File: src/mvnb_pkg.sv
// Shared constants, types and saturation helpers for the vertex normal builder.
package mvnb_pkg;

  localparam int MAX_VERTICES_DEF = 4096;
  // Width wide enough to compare any corner, index or vertex count.
  localparam int IDX_W = 17;

  localparam logic [1:0] OP_ADD   = 2'd0;
  localparam logic [1:0] OP_TRI   = 2'd1;
  localparam logic [1:0] OP_READ  = 2'd2;
  localparam logic [1:0] OP_CLEAR = 2'd3;

  localparam logic [1:0] ST_OK         = 2'd0;
  localparam logic [1:0] ST_BAD_CORNER = 2'd1;
  localparam logic [1:0] ST_FULL       = 2'd2;
  localparam logic [1:0] ST_RANGE      = 2'd3;

  localparam logic signed [31:0] COORD_MAX = 32'sh7fff_ffff;
  localparam logic signed [31:0] COORD_MIN = 32'sh8000_0000;
  localparam logic [31:0]        Q_ONE     = 32'h0001_0000;

  typedef struct packed {
    logic               frac30;
    logic signed [63:0] x;
    logic signed [63:0] y;
    logic signed [63:0] z;
  } ureq_t;

  typedef struct packed {
    logic signed [31:0] x;
    logic signed [31:0] y;
    logic signed [31:0] z;
  } uvec_t;

  function automatic logic signed [15:0] sat15(input logic signed [31:0] v);
    if (v > 32'sd32767) begin
      return 16'sh7fff;
    end else if (v < -32'sd32768) begin
      return 16'sh8000;
    end
    return v[15:0];
  endfunction

  function automatic logic signed [23:0] sat24(input logic signed [24:0] v);
    if (v > 25'sd8388607) begin
      return 24'sh7f_ffff;
    end else if (v < -25'sd8388608) begin
      return 24'sh80_0000;
    end
    return v[23:0];
  endfunction

endpackage

File: src/mvnb_div.sv
// Bit-serial rounded divider for read positions, round(n * 2^16 / d), saturated.
module mvnb_div (
  input  logic               clk,
  input  logic               rst,
  input  logic               start,
  input  logic signed [34:0] num,
  input  logic [32:0]        den,
  output logic               done,
  output logic signed [31:0] quot
);
  import mvnb_pkg::*;

  logic        running;
  logic        neg;
  logic [50:0] nsh;
  logic [32:0] rem;
  logic [32:0] dv;
  logic [50:0] qacc;
  logic [5:0]  cnt;

  logic [34:0] mag;
  logic [50:0] ninit;
  logic [33:0] remt;
  logic        take;
  logic [50:0] qn;

  always_comb begin
    mag   = num[34] ? 35'(-num) : 35'(num);
    ninit = {mag, 16'b0} + 51'(den >> 1);
    remt  = {rem, nsh[50]};
    take  = remt >= {1'b0, dv};
    qn    = {qacc[49:0], take};
  end

  always_ff @(posedge clk) begin
    if (rst) begin
      running <= 1'b0;
      done    <= 1'b0;
    end else begin
      done <= 1'b0;
      if (start) begin
        running <= 1'b1;
        neg     <= num[34];
        nsh     <= ninit;
        dv      <= den;
        rem     <= '0;
        qacc    <= '0;
        cnt     <= '0;
      end else if (running) begin
        rem  <= take ? 33'(remt - {1'b0, dv}) : remt[32:0];
        nsh  <= nsh << 1;
        qacc <= qn;
        cnt  <= cnt + 6'd1;
        if (cnt == 6'd50) begin
          running <= 1'b0;
          done    <= 1'b1;
          if (!neg) begin
            quot <= (|qn[50:31]) ? COORD_MAX : $signed({1'b0, qn[30:0]});
          end else if ((|qn[50:32]) || (qn[31] && (|qn[30:0]))) begin
            quot <= COORD_MIN;
          end else begin
            quot <= -$signed(qn[31:0]);
          end
        end
      end
    end
  end

endmodule

File: config.mk
export PLATFORM = sky130hd
export DESIGN_NAME = mvnb_div
export DESIGN_NICKNAME = d
export VERILOG_FILES = /design/src/mvnb_pkg.sv /design/src/mvnb_div.sv
export SDC_FILE = /design/constraint.sdc
export NUM_CORES = 1
export LEC_CHECK = 0
export BUFFER_PORTS_ARGS = -buffer_cell sky130_fd_sc_hd__buf_4
export CORE_MARGIN = 10
export CORE_UTILIZATION = 35
export CTS_CLUSTER_SIZE = 25
export DETAILED_ROUTE_END_ITERATION = 16
export PLACE_DENSITY_LB_ADDON = 0.05
export SYNTH_ARGS = -nofsm -noshare
export SYNTH_HDL_FRONTEND = slang
export SYNTH_SLANG_ARGS = --single-unit
File: constraint.sdc
create_clock -name clk -period 8.92 [get_ports clk]
set_input_delay 1.338 -clock clk [delete_from_list [all_inputs] [get_ports clk]]
set_output_delay 1.338 -clock clk [all_outputs]
set_load 0.1 [all_outputs]
==> reports/metrics.yaml <==
synth-seq-cells: 208
whs_endpoint: "nsh[46]$_DFFE_PP_"
vdd_ir_drop_max_mv: 0.0856
maxSlewHeadroom_pct: 23.1
die_h_um: 211
rsz0062_at_grt: "false"
period_needed_ns: 5.60
drt-total-wl_mm: 34.1
ys_seq_area_share_pct: 48.5
ctsHoldBuffers: 0
fill_cells: 3552
grt-ovfl-total: 0
cp.arrival_ns: 5.89
r2r_cells: 18
holdPathStages: 2
yosysWarnings: 0
avgViaCountPerCell: 5.43
fp-row-count: 70
ant_nets: 0
synth-edff-count: 206
reg2reg_setup_slack_ns: 3.32
finalCoreUtilization_pct: 41.1
clk_pin_slew_ns: 0.06
place_congestion: 0.919
drc: 0
ctsRootBufferMaster: "clkbuf_16"
core_area_mm2: 0.0363
finalCritPeriodShare_pct: 62.7
worstReg2RegEnd: "quot[30]$_DFFE_PP_"
dieArea_mm2: 0.0447
ctsResizeCount: 0
clock_latency_ns: 0.55
sw_frac_of_total_pct: 27.9
start_util_pct: 35.3
drt-wirelength-per-cell_um: 18.9
dp_slack_ns: 3.33
path_max_fanout: 5
cts_setup_buffers: 0
grt_pass1_wl_mm: 54.8
area_delta_synth_final_pct: 16.5
port_buffers: 103
hold_class: "reg2reg"
async_flop_share_pct: 0
drtIter0Drc: 564
synth-main-ff-cell: "edfxtp_1"
pwr-share-clk_pct: 37.1
final.setup.worst_slack_ns: 3.32
hp-start: "nsh[45]$_DFFE_PP_"
path_class: "reg2reg"
via_count: 9799
end_kind: "register"
syn_area_mm2: 0.0128
setup_viol: 0
grt_use_total_pct: 15.0
combPwrFrac_pct: 20.4
grt_pass1_vias: 9826
cellPowerDensity_mw_per_mm2: 189
finalSetupTns_ns: 0
required_ns: 9.21
antenna_found_initial: 0
dr.pass1.iters: 5
maxCapViolCount: 0
grt_max_degree: 56
max_freq_mhz: 179
synth_cell_types: 67
cts_buffers: 26
die_w_um: 211
clockBufferDepth: 3
syn-instance-count: 1227
drive_gt1_share_pct: 15.6
clock_skew_ns: 0.0288
r2r-start: "nsh[50]$_DFFE_PP_"
htree_levels: 1
status: "finished clean"
power.switching_uw: 789
pwr-share-seq_pct: 42.5
intPower_mw: 2.03
hold_viol: 0
maxSlewViolCount: 0
nets: 1444
hpwlAfterDp_mm: 23.5
avgSynthCellArea_um2: 10.5
io_pins: 104
worstSetupStartpointType: "register"
syn_nets: 1354
tightest_slew_ns: 1.15
cts_tree: "built"
cts_sinks: 208
antennaDiodeCount: 0
p_leak_nw: 5.50
[per-layer routing]
| metal | up-vias | wire (um) | GRT usage, % |
|---|---|---|---|
| li1 | 4845 | - | - |
| met1 | 4714 | 16500 | 20.9 |
| met2 | 194 | 15500 | 23.8 |
| met3 | 46 | 1490 | 2.34 |
| met4 | 0 | 607 | 3.64 |
| met5 | - | 0 | 0 |
[cells in the final DEF, fill, tap and decap left out, types with 17 or more instances in the layout]
cell,count
inv_1,53
edfxtp_1,206
nand2_1,107
ha_1,54
a21oi_1,74
mux2_2,34
xor2_1,28
nor3_1,34
nand3_1,26
xnor2_1,55
buf_4,115
nor4_1,17
clkbuf_16,26
nor2_1,76
or3_1,27
nor2b_1,49
o31ai_1,21
o21ai_0,48
a21o_1,24
[kinds of logic after synthesis]
kind of cell	Yosys count	share of synthesized area, %
and+or+nand+nor	425	17.3
xor gates and xnor gates	83	5.67
buffers and inverters	108	3.16
DFF	208	48.5
adders and majority gates	56	5.58
AOI/OAI and AO/OA	313	16.8
muxes	34	2.99
[per-stage QoR]
stage	cells	total power [mW]	cell area [um^2]	hold WS, ns
after floorplan	1227	1.64	12800	0.468
after global placement	1757	1.80	14100	0.515
after detailed placement	1757	1.80	14100	0.514
after CTS	1804	2.87	14900	0.526
after global routing	1804	2.98	14900	0.560
final	1804	2.82	14900	0.529
[area by class of cell]
class                   count  area, um^2  share of cell area [%]
flip-flops and latches    208        6230                    41.7
well taps                 468         586                    3.92
inverters                  55         206                    1.38
clock inverters             8         106                   0.712
multi-input cells         911        6210                    41.6
clock buffers              39         739                    4.95
repair buffers            115         863                    5.78
[state kept, by name (all words and copies together) (netlist names)]
register and flops:
cnt 6, done 1, dv 33, neg 1, nsh 51, qacc 50, quot 32, rem 33
running 1
[power by group through the flow]
| stage | Sequential [mW] | Combinational (mW) | Clock (mW) |
|---|---|---|---|
| final | 1.20 | 0.576 | 1.05 |
| after global routing | 1.21 | 0.650 | 1.12 |
| after CTS | 1.20 | 0.582 | 1.08 |
| after detailed placement | 1.22 | 0.579 | 0 |
| after global placement | 1.22 | 0.580 | 0 |
| after floorplan | 1.21 | 0.422 | 0 |
[worst max-delay path, stage by stage, from the launching register on]
cell and delay [ns]:
edfxtp_1 0.48, inv_1 0.10, ha_1 0.19, fa_1 0.22, nor2b_1 0.07, o31a_1 0.30, o211ai_1 0.35, a211oi_1 0.15
o21ai_0 0.27, nand2_1 0.12, clkinv_1 0.11, ha_1 0.18, or3b_2 0.51, nor4_1 0.55, nand2_1 0.32, or3_4 0.41
or3_1 0.36, or3_1 0.33, a221o_1 0.32
[worst max path at each step]
stage | from | end | slack [ns] | cells past startpoint
after floorplan | start | cnt[0]$_SDFFCE_PP0P_ | 0.47 | 4
after global placement | nsh[50]$_DFFE_PP_ | quot[30]$_DFFE_PP_ | 3.41 | 18
after global routing | nsh[50]$_DFFE_PP_ | quot[30]$_DFFE_PP_ | 2.86 | 18
final | nsh[50]$_DFFE_PP_ | quot[30]$_DFFE_PP_ | 3.32 | 18
after CTS | nsh[50]$_DFFE_PP_ | quot[30]$_DFFE_PP_ | 3.29 | 18
after detailed placement | nsh[50]$_DFFE_PP_ | quot[30]$_DFFE_PP_ | 3.33 | 18
[synth_stat cells (7+ instances only)]
library cell  instances  area (um^2)
o21ai_0              48          240
ha_1                 54          676
nor2_1               78          293
clkbuf_1             46          173
o41ai_1              14          123
or2_2                 9         56.3
nand4b_1              8         70.1
a31oi_1              12         75.1
nand3_1              26          130
a21o_1               24          180
or3_1                27          169
buf_1                 7         26.3
nand4_1              15         93.8
a211o_1              12          105
edfxtp_1            206         6190
nand2_1             107          402
o31a_1                7         61.3
and2_1                8         50.1
nor3_1               34          170
o31ai_1              21          158
nor4_1               18          113
xor2_1               28          245
inv_1                53          199
o21a_1               15          113
mux2_2               34          383
o211ai_1             12         90.1
a211oi_1             15          113
o311ai_0             10         87.6
xnor2_1              55          482
nor2b_1              49          307
and3_1               10         62.6
a21oi_1              74          370
Power figures use the tool's default switching activity.
