==> config.mk <==
export PLATFORM = sky130hd
export DESIGN_NAME = mvnb_unit
export DESIGN_NICKNAME = d
export VERILOG_FILES = /design/src/mvnb_pkg.sv /design/src/mvnb_unit.sv
export SDC_FILE = /design/constraint.sdc
export NUM_CORES = 2
export LEC_CHECK = 0
export BUFFER_PORTS_ARGS = -buffer_cell sky130_fd_sc_hd__clkbuf_2
export CORE_UTILIZATION = 67
export DETAILED_ROUTE_END_ITERATION = 10
export PLACE_DENSITY_LB_ADDON = 0.05
export SLEW_MARGIN = 30
export SYNTH_ARGS = -nofsm -noshare
export SYNTH_HDL_FRONTEND = slang
export SYNTH_SLANG_ARGS = --single-unit
export TNS_END_PERCENT = 10
==> constraint.sdc <==
create_clock -name clk -period 21.3 [get_ports clk]
set_clock_uncertainty 0.15 [all_clocks]
set_input_delay 4.26 -clock clk [delete_from_list [all_inputs] [get_ports clk]]
set_output_delay 4.26 -clock clk [all_outputs]
set_load 0.05 [all_outputs]
==> src/mvnb_pkg.sv <==
// Shared constants, types and saturation helpers for the vertex normal builder.
package mvnb_pkg;

  localparam int MAX_VERTICES_DEF = 4096;
  // Width wide enough to compare any corner, index or vertex count.
  localparam int IDX_W = 17;

  localparam logic [1:0] OP_ADD   = 2'd0;
  localparam logic [1:0] OP_TRI   = 2'd1;
  localparam logic [1:0] OP_READ  = 2'd2;
  localparam logic [1:0] OP_CLEAR = 2'd3;

  localparam logic [1:0] ST_OK         = 2'd0;
  localparam logic [1:0] ST_BAD_CORNER = 2'd1;
  localparam logic [1:0] ST_FULL       = 2'd2;
  localparam logic [1:0] ST_RANGE      = 2'd3;

  localparam logic signed [31:0] COORD_MAX = 32'sh7fff_ffff;
  localparam logic signed [31:0] COORD_MIN = 32'sh8000_0000;
  localparam logic [31:0]        Q_ONE     = 32'h0001_0000;

  typedef struct packed {
    logic               frac30;
    logic signed [63:0] x;
    logic signed [63:0] y;
    logic signed [63:0] z;
  } ureq_t;

  typedef struct packed {
    logic signed [31:0] x;
    logic signed [31:0] y;
    logic signed [31:0] z;
  } uvec_t;

  function automatic logic signed [15:0] sat15(input logic signed [31:0] v);
    if (v > 32'sd32767) begin
      return 16'sh7fff;
    end else if (v < -32'sd32768) begin
      return 16'sh8000;
    end
    return v[15:0];
  endfunction

  function automatic logic signed [23:0] sat24(input logic signed [24:0] v);
    if (v > 25'sd8388607) begin
      return 24'sh7f_ffff;
    end else if (v < -25'sd8388608) begin
      return 24'sh80_0000;
    end
    return v[23:0];
  endfunction

endpackage

==> src/mvnb_unit.sv <==
// Vector normalizer: scale to a fixed window, bit-serial root, bit-serial divides.
module mvnb_unit (
  input  logic          clk,
  input  logic          rst,
  input  logic          start,
  input  mvnb_pkg::ureq_t req,
  output logic          done,
  output mvnb_pkg::uvec_t res_vec
);
  import mvnb_pkg::*;

  localparam logic [2:0] U_IDLE = 3'd0;
  localparam logic [2:0] U_NORM = 3'd1;
  localparam logic [2:0] U_SQ   = 3'd2;
  localparam logic [2:0] U_SQRT = 3'd3;
  localparam logic [2:0] U_DSET = 3'd4;
  localparam logic [2:0] U_DIV  = 3'd5;

  logic [2:0]  state;
  logic        f30;
  logic [63:0] w [3];
  logic [2:0]  neg;
  logic [63:0] m;
  logic [1:0]  j;
  logic [61:0] acc;
  logic [32:0] rem;
  logic [30:0] root;
  logic [4:0]  cnt;
  logic [60:0] drem;
  logic [61:0] dsub;
  logic [30:0] q;

  logic [63:0] a_x, a_y, a_z, m0;
  logic [29:0] wj;
  logic [59:0] sq;
  logic [34:0] remt, trial;
  logic        take, dtake;
  logic [30:0] qn;
  logic [60:0] dinit;
  logic [61:0] sinit;
  logic signed [31:0] outq;

  always_comb begin
    a_x = req.x[63] ? 64'(-req.x) : 64'(req.x);
    a_y = req.y[63] ? 64'(-req.y) : 64'(req.y);
    a_z = req.z[63] ? 64'(-req.z) : 64'(req.z);
    m0  = a_x;
    if (a_y > m0) begin
      m0 = a_y;
    end
    if (a_z > m0) begin
      m0 = a_z;
    end
    wj    = w[j][29:0];
    sq    = wj * wj;
    remt  = {rem, acc[61:60]};
    trial = {2'b00, root, 2'b01};
    take  = remt >= trial;
    dtake = {1'b0, drem} >= dsub;
    qn    = q | (31'(dtake) << cnt);
    dinit = (f30 ? {1'b0, wj, 30'b0} : {16'b0, wj, 15'b0}) + 61'(root >> 1);
    sinit = f30 ? {1'b0, root, 30'b0} : {16'b0, root, 15'b0};
    outq  = neg[j] ? -$signed({1'b0, qn}) : $signed({1'b0, qn});
  end

  always_ff @(posedge clk) begin
    if (rst) begin
      state <= U_IDLE;
      done  <= 1'b0;
    end else begin
      done <= 1'b0;
      case (state)
        U_IDLE: begin
          if (start) begin
            f30  <= req.frac30;
            w[0] <= a_x;
            w[1] <= a_y;
            w[2] <= a_z;
            neg  <= {req.z[63], req.y[63], req.x[63]};
            m    <= m0;
            if (m0 == 64'd0) begin
              res_vec <= '0;
              done    <= 1'b1;
            end else begin
              state <= U_NORM;
            end
          end
        end
        U_NORM: begin
          // bring the largest magnitude into [2^29, 2^30)
          if (|m[63:37]) begin
            m <= m >> 8;
            for (int i = 0; i < 3; i++) w[i] <= w[i] >> 8;
          end else if (|m[63:30]) begin
            m <= m >> 1;
            for (int i = 0; i < 3; i++) w[i] <= w[i] >> 1;
          end else if (m[63:21] == '0) begin
            m <= m << 8;
            for (int i = 0; i < 3; i++) w[i] <= w[i] << 8;
          end else if (m[63:29] == '0) begin
            m <= m << 1;
            for (int i = 0; i < 3; i++) w[i] <= w[i] << 1;
          end else begin
            state <= U_SQ;
            j     <= 2'd0;
            acc   <= '0;
          end
        end
        U_SQ: begin
          acc <= acc + 62'(sq);
          if (j == 2'd2) begin
            state <= U_SQRT;
            cnt   <= '0;
            rem   <= '0;
            root  <= '0;
          end else begin
            j <= j + 2'd1;
          end
        end
        U_SQRT: begin
          if (take) begin
            rem  <= 33'(remt - trial);
            root <= {root[29:0], 1'b1};
          end else begin
            rem  <= remt[32:0];
            root <= {root[29:0], 1'b0};
          end
          acc <= acc << 2;
          cnt <= cnt + 5'd1;
          if (cnt == 5'd30) begin
            state <= U_DSET;
            j     <= 2'd0;
          end
        end
        U_DSET: begin
          drem  <= dinit;
          dsub  <= sinit;
          q     <= '0;
          cnt   <= f30 ? 5'd30 : 5'd15;
          state <= U_DIV;
        end
        U_DIV: begin
          if (dtake) begin
            drem <= drem - dsub[60:0];
          end
          dsub <= dsub >> 1;
          q    <= qn;
          if (cnt == 5'd0) begin
            case (j)
              2'd0:    res_vec.x <= outq;
              2'd1:    res_vec.y <= outq;
              default: res_vec.z <= outq;
            endcase
            if (j == 2'd2) begin
              done  <= 1'b1;
              state <= U_IDLE;
            end else begin
              j     <= j + 2'd1;
              state <= U_DSET;
            end
          end else begin
            cnt <= cnt - 5'd1;
          end
        end
        default: state <= U_IDLE;
      endcase
    end
  end

endmodule

==> metrics.cfg <==
[logic_synthesis]
avgSynthCellArea_um2=8.832
seq_area_frac_synth_pct=26.32
synth_nets=9790
synth_compound_area_share_pct=16.19
synthFlopType=edfxtp_1
syn_area_um2=73720
synth-simple-area-share_pct=14.79
ys_ff_latch=648
synthMuxAreaShare_pct=1.416
synth_xor_area_share_pct=4.715
synth_top_family_by_area=adder cells
synth-edff-count=642
synth.distinct_cells=89
yosysWarnings=0
synthCells=8346
ys_async_sr_fraction_pct=0
synthAdderAreaFrac_pct=28.90

[clock_network]
htreeDepth=3
max-clock-path-buffers=3
postCtsSetupBuffers=0
clk_pin_slew_ns=0.06
cts-resized-gates=0
clock_sinks=648
cts_buffers=76
cts_tree=done
cts_root_buffer=clkbuf_16
worstSkewPairLatency_ns=0.70
cts_hold_buf=0

[placement]
portBuffers=292
dp.cells=9805
gp_congestion=1.070
place_ws_ns=4.666
hpwl_um=193000

[drt]
wl_per_cell_um=25.78
vias=65900
wl_um=256600
firstDrtPassIters=7
avgViaCountPerCell=6.620
drt-initial-drc-count=8899
drc_errors=0
ant_nets=0

[floorplanning]
fp-row-count=121
die_w_um=333.7
io-pin-count=293
dieArea_um2=111400
coreArea_um2=109000
die_h_um=333.7
initial_utilization_pct=67.63

[run_status]
status=finished, final reports clean

[timing]
min_period_over_period_pct=76.25
min_period_ns=16.24
max_freq_ghz=0.06158
relSlewSlack_pct=22.25
timing.final.ws_setup_ns=5.060
setup_viol=0
rsz0062_at_grt=no
setup_tns_ns=0
worst_slew_pin_slew_ns=1.166
hold_viol=0
worst_hold_slack_ns=0.4089
slew_violations=0

[grt]
grt_pass1_wl_um=386300
grt_max_degree=242
grt_pass1_vias=65310
grt_remaining_overflow=0
grt_usage_pct=46.01
grt_antenna_before_repair=11

[setup_path]
path_max_fanout=86
crit_arrival_ns=16.46
cp.required_ns=21.52
worst_r2r_path_depth=32
cp-start-kind=input pin
crit_type=input pin to flip-flop
slowest_stage=buf_4
r2r_slack_ns=9.29
r2r_end=acc[59]$_DFFE_PP_
cpPeakStageDelay_ns=0.86
end_kind=flip-flop

[cells_and_area]
area.growth.synth_to_final_pct=8.023
stdcell_count=9955
fin_nets=9916
drive_gt1_share_pct=8.307

[min_path]
hold_start=dsub[29]$_DFFE_PP_
worst_hold_path.endpoint=dsub[28]$_DFFE_PP_
hold_depth=2
hp-class=flip-flop to flip-flop

[run]
cap_viol_max_count=0

## area by class of cell
type / instances / area (um2)
multi-input combinational: 6201 / 48900
fill: 7857 / 29370
sequential: 648 / 19400
inverter: 1065 / 4000
timing repair buffer: 480 / 3013
clock buffer: 90 / 1954
tap: 1414 / 1769
clock inverter: 51 / 580.6
antenna: 6 / 15.01
## cell families after synthesis
family / after synthesis
AO/OA/AOI/OAI: 1932
AND/OR/NAND/NOR: 2523
flip-flops: 648
buffers and inverters: 1497
XOR/XNOR: 396
multiplexers: 101
adder cells (fa/ha/maj): 1249
## critical path: cells and delay by family
kind	cells	cell delay (ns)
simple gates	13	4.69
buf+inv	6	2.32
fa+ha+maj	2	0.66
mux	1	0.50
compound gates	11	3.22
xor+xnor	1	0.70
## sequential cells by signal (all words and copies together), names as in the netlist, named ones only
| register | count |
|---|---|
| rem | 33 |
| drem | 61 |
| state | 3 |
| acc | 62 |
| m | 64 |
| j | 2 |
| res_vec | 96 |
| w | 192 |
| q | 31 |
| f30 | 1 |
| cnt | 5 |
| done | 1 |
| neg | 3 |
| root | 31 |
| dsub | 61 |
## layout by cell type (no fill, tap or decap), drive strengths merged, types with 17 or more instances in the layout
cell type	instances
a211oi	143
a21o	114
a21oi	550
a22oi	21
a31oi	70
a41oi	17
and2	29
and3	28
buf	189
clkbuf	381
clkinv	46
edfxtp	642
fa	756
ha	492
inv	1060
mux2	26
mux2i	75
nand2	887
nand2b	38
nand3	107
nand4	72
nor2	1013
nor2b	56
nor3	106
nor4	49
o211ai	54
o21a	55
o21ai	585
o21bai	20
o311ai	43
o31ai	88
o41ai	37
or2	20
or3	54
or4	27
xnor2	203
xor2	193
## cells in the mapped netlist, types with 14 or more instances
master    count  area share, %
mux2i_1      75            1.0
o21ai_0     562            3.8
nand2b_1     38           0.32
a22oi_1      21           0.21
or4_1        25           0.25
nor4_1       47           0.40
and3_1       28           0.24
nor2_1     1013            5.2
a21o_1      114            1.2
o211ai_1     54           0.55
a31oi_1      70           0.59
o21ai_1      22           0.15
o31ai_1      88           0.90
and2_1       29           0.25
fa_1        756             21
a21oi_1     550            3.7
a21boi_0     14           0.14
nand2_1     887            4.5
inv_1      1058            5.4
or2_2        19           0.16
xor2_1      193            2.3
or3_1        53           0.45
xnor2_1     202            2.4
clkbuf_1    360            1.8
nor2b_1      56           0.48
o21a_1       55           0.56
a311oi_1     16           0.19
a41oi_1      17           0.20
o21bai_1     20           0.20
nand3_1     107           0.73
buf_1        62           0.32
nand4_1      72           0.61
o311ai_0     42           0.50
a221o_1      16           0.22
a211oi_1    143            1.5
mux2_2       25           0.38
nor3_1      106           0.72
edfxtp_1    642             26
o41ai_1      34           0.40
ha_1        492            8.4
## worst max-delay path by stage
stage               startpoint                         to  slack (ns)  depth (start not counted)
floorplan             req[141]   res_vec[0]$_SDFFCE_PN0P_        7.83                         34
global placement      req[133]  res_vec[95]$_SDFFCE_PN0P_        4.79                         33
detailed placement    req[133]  res_vec[94]$_SDFFCE_PN0P_        4.67                         33
CTS                   req[133]  res_vec[65]$_SDFFCE_PN0P_        5.38                         33
global route          req[133]  res_vec[65]$_SDFFCE_PN0P_        4.28                         34
finish                 req[69]  res_vec[65]$_SDFFCE_PN0P_        5.06                         34
## metrics by stage
| stage | utilization, % | area, um2 |
|---|---|---|
| 6_report | 73.05 | 79630 |
| 5_1_grt | 73.04 | 79620 |
| 4_1_cts | 72.94 | 79500 |
| 3_5_place_dp | 70.61 | 76970 |
| 3_3_place_gp | 70.54 | 76890 |
| 2_1_floorplan | - | 73720 |
## routing by layer
layer / global-route usage [%] / share of wire (%) / vias to the layer above
li1: - / - / 28640
met1: 57.74 / 35 / 31660
met2: 70.19 / 44 / 4511
met3: 13.90 / 13 / 1087
met4: 28.05 / 7.5 / 6
met5: 0 / 0.018 / -
Power is not shown: default switching activity piles up to over one toggle a cycle in this logic, so the estimate is an artifact.
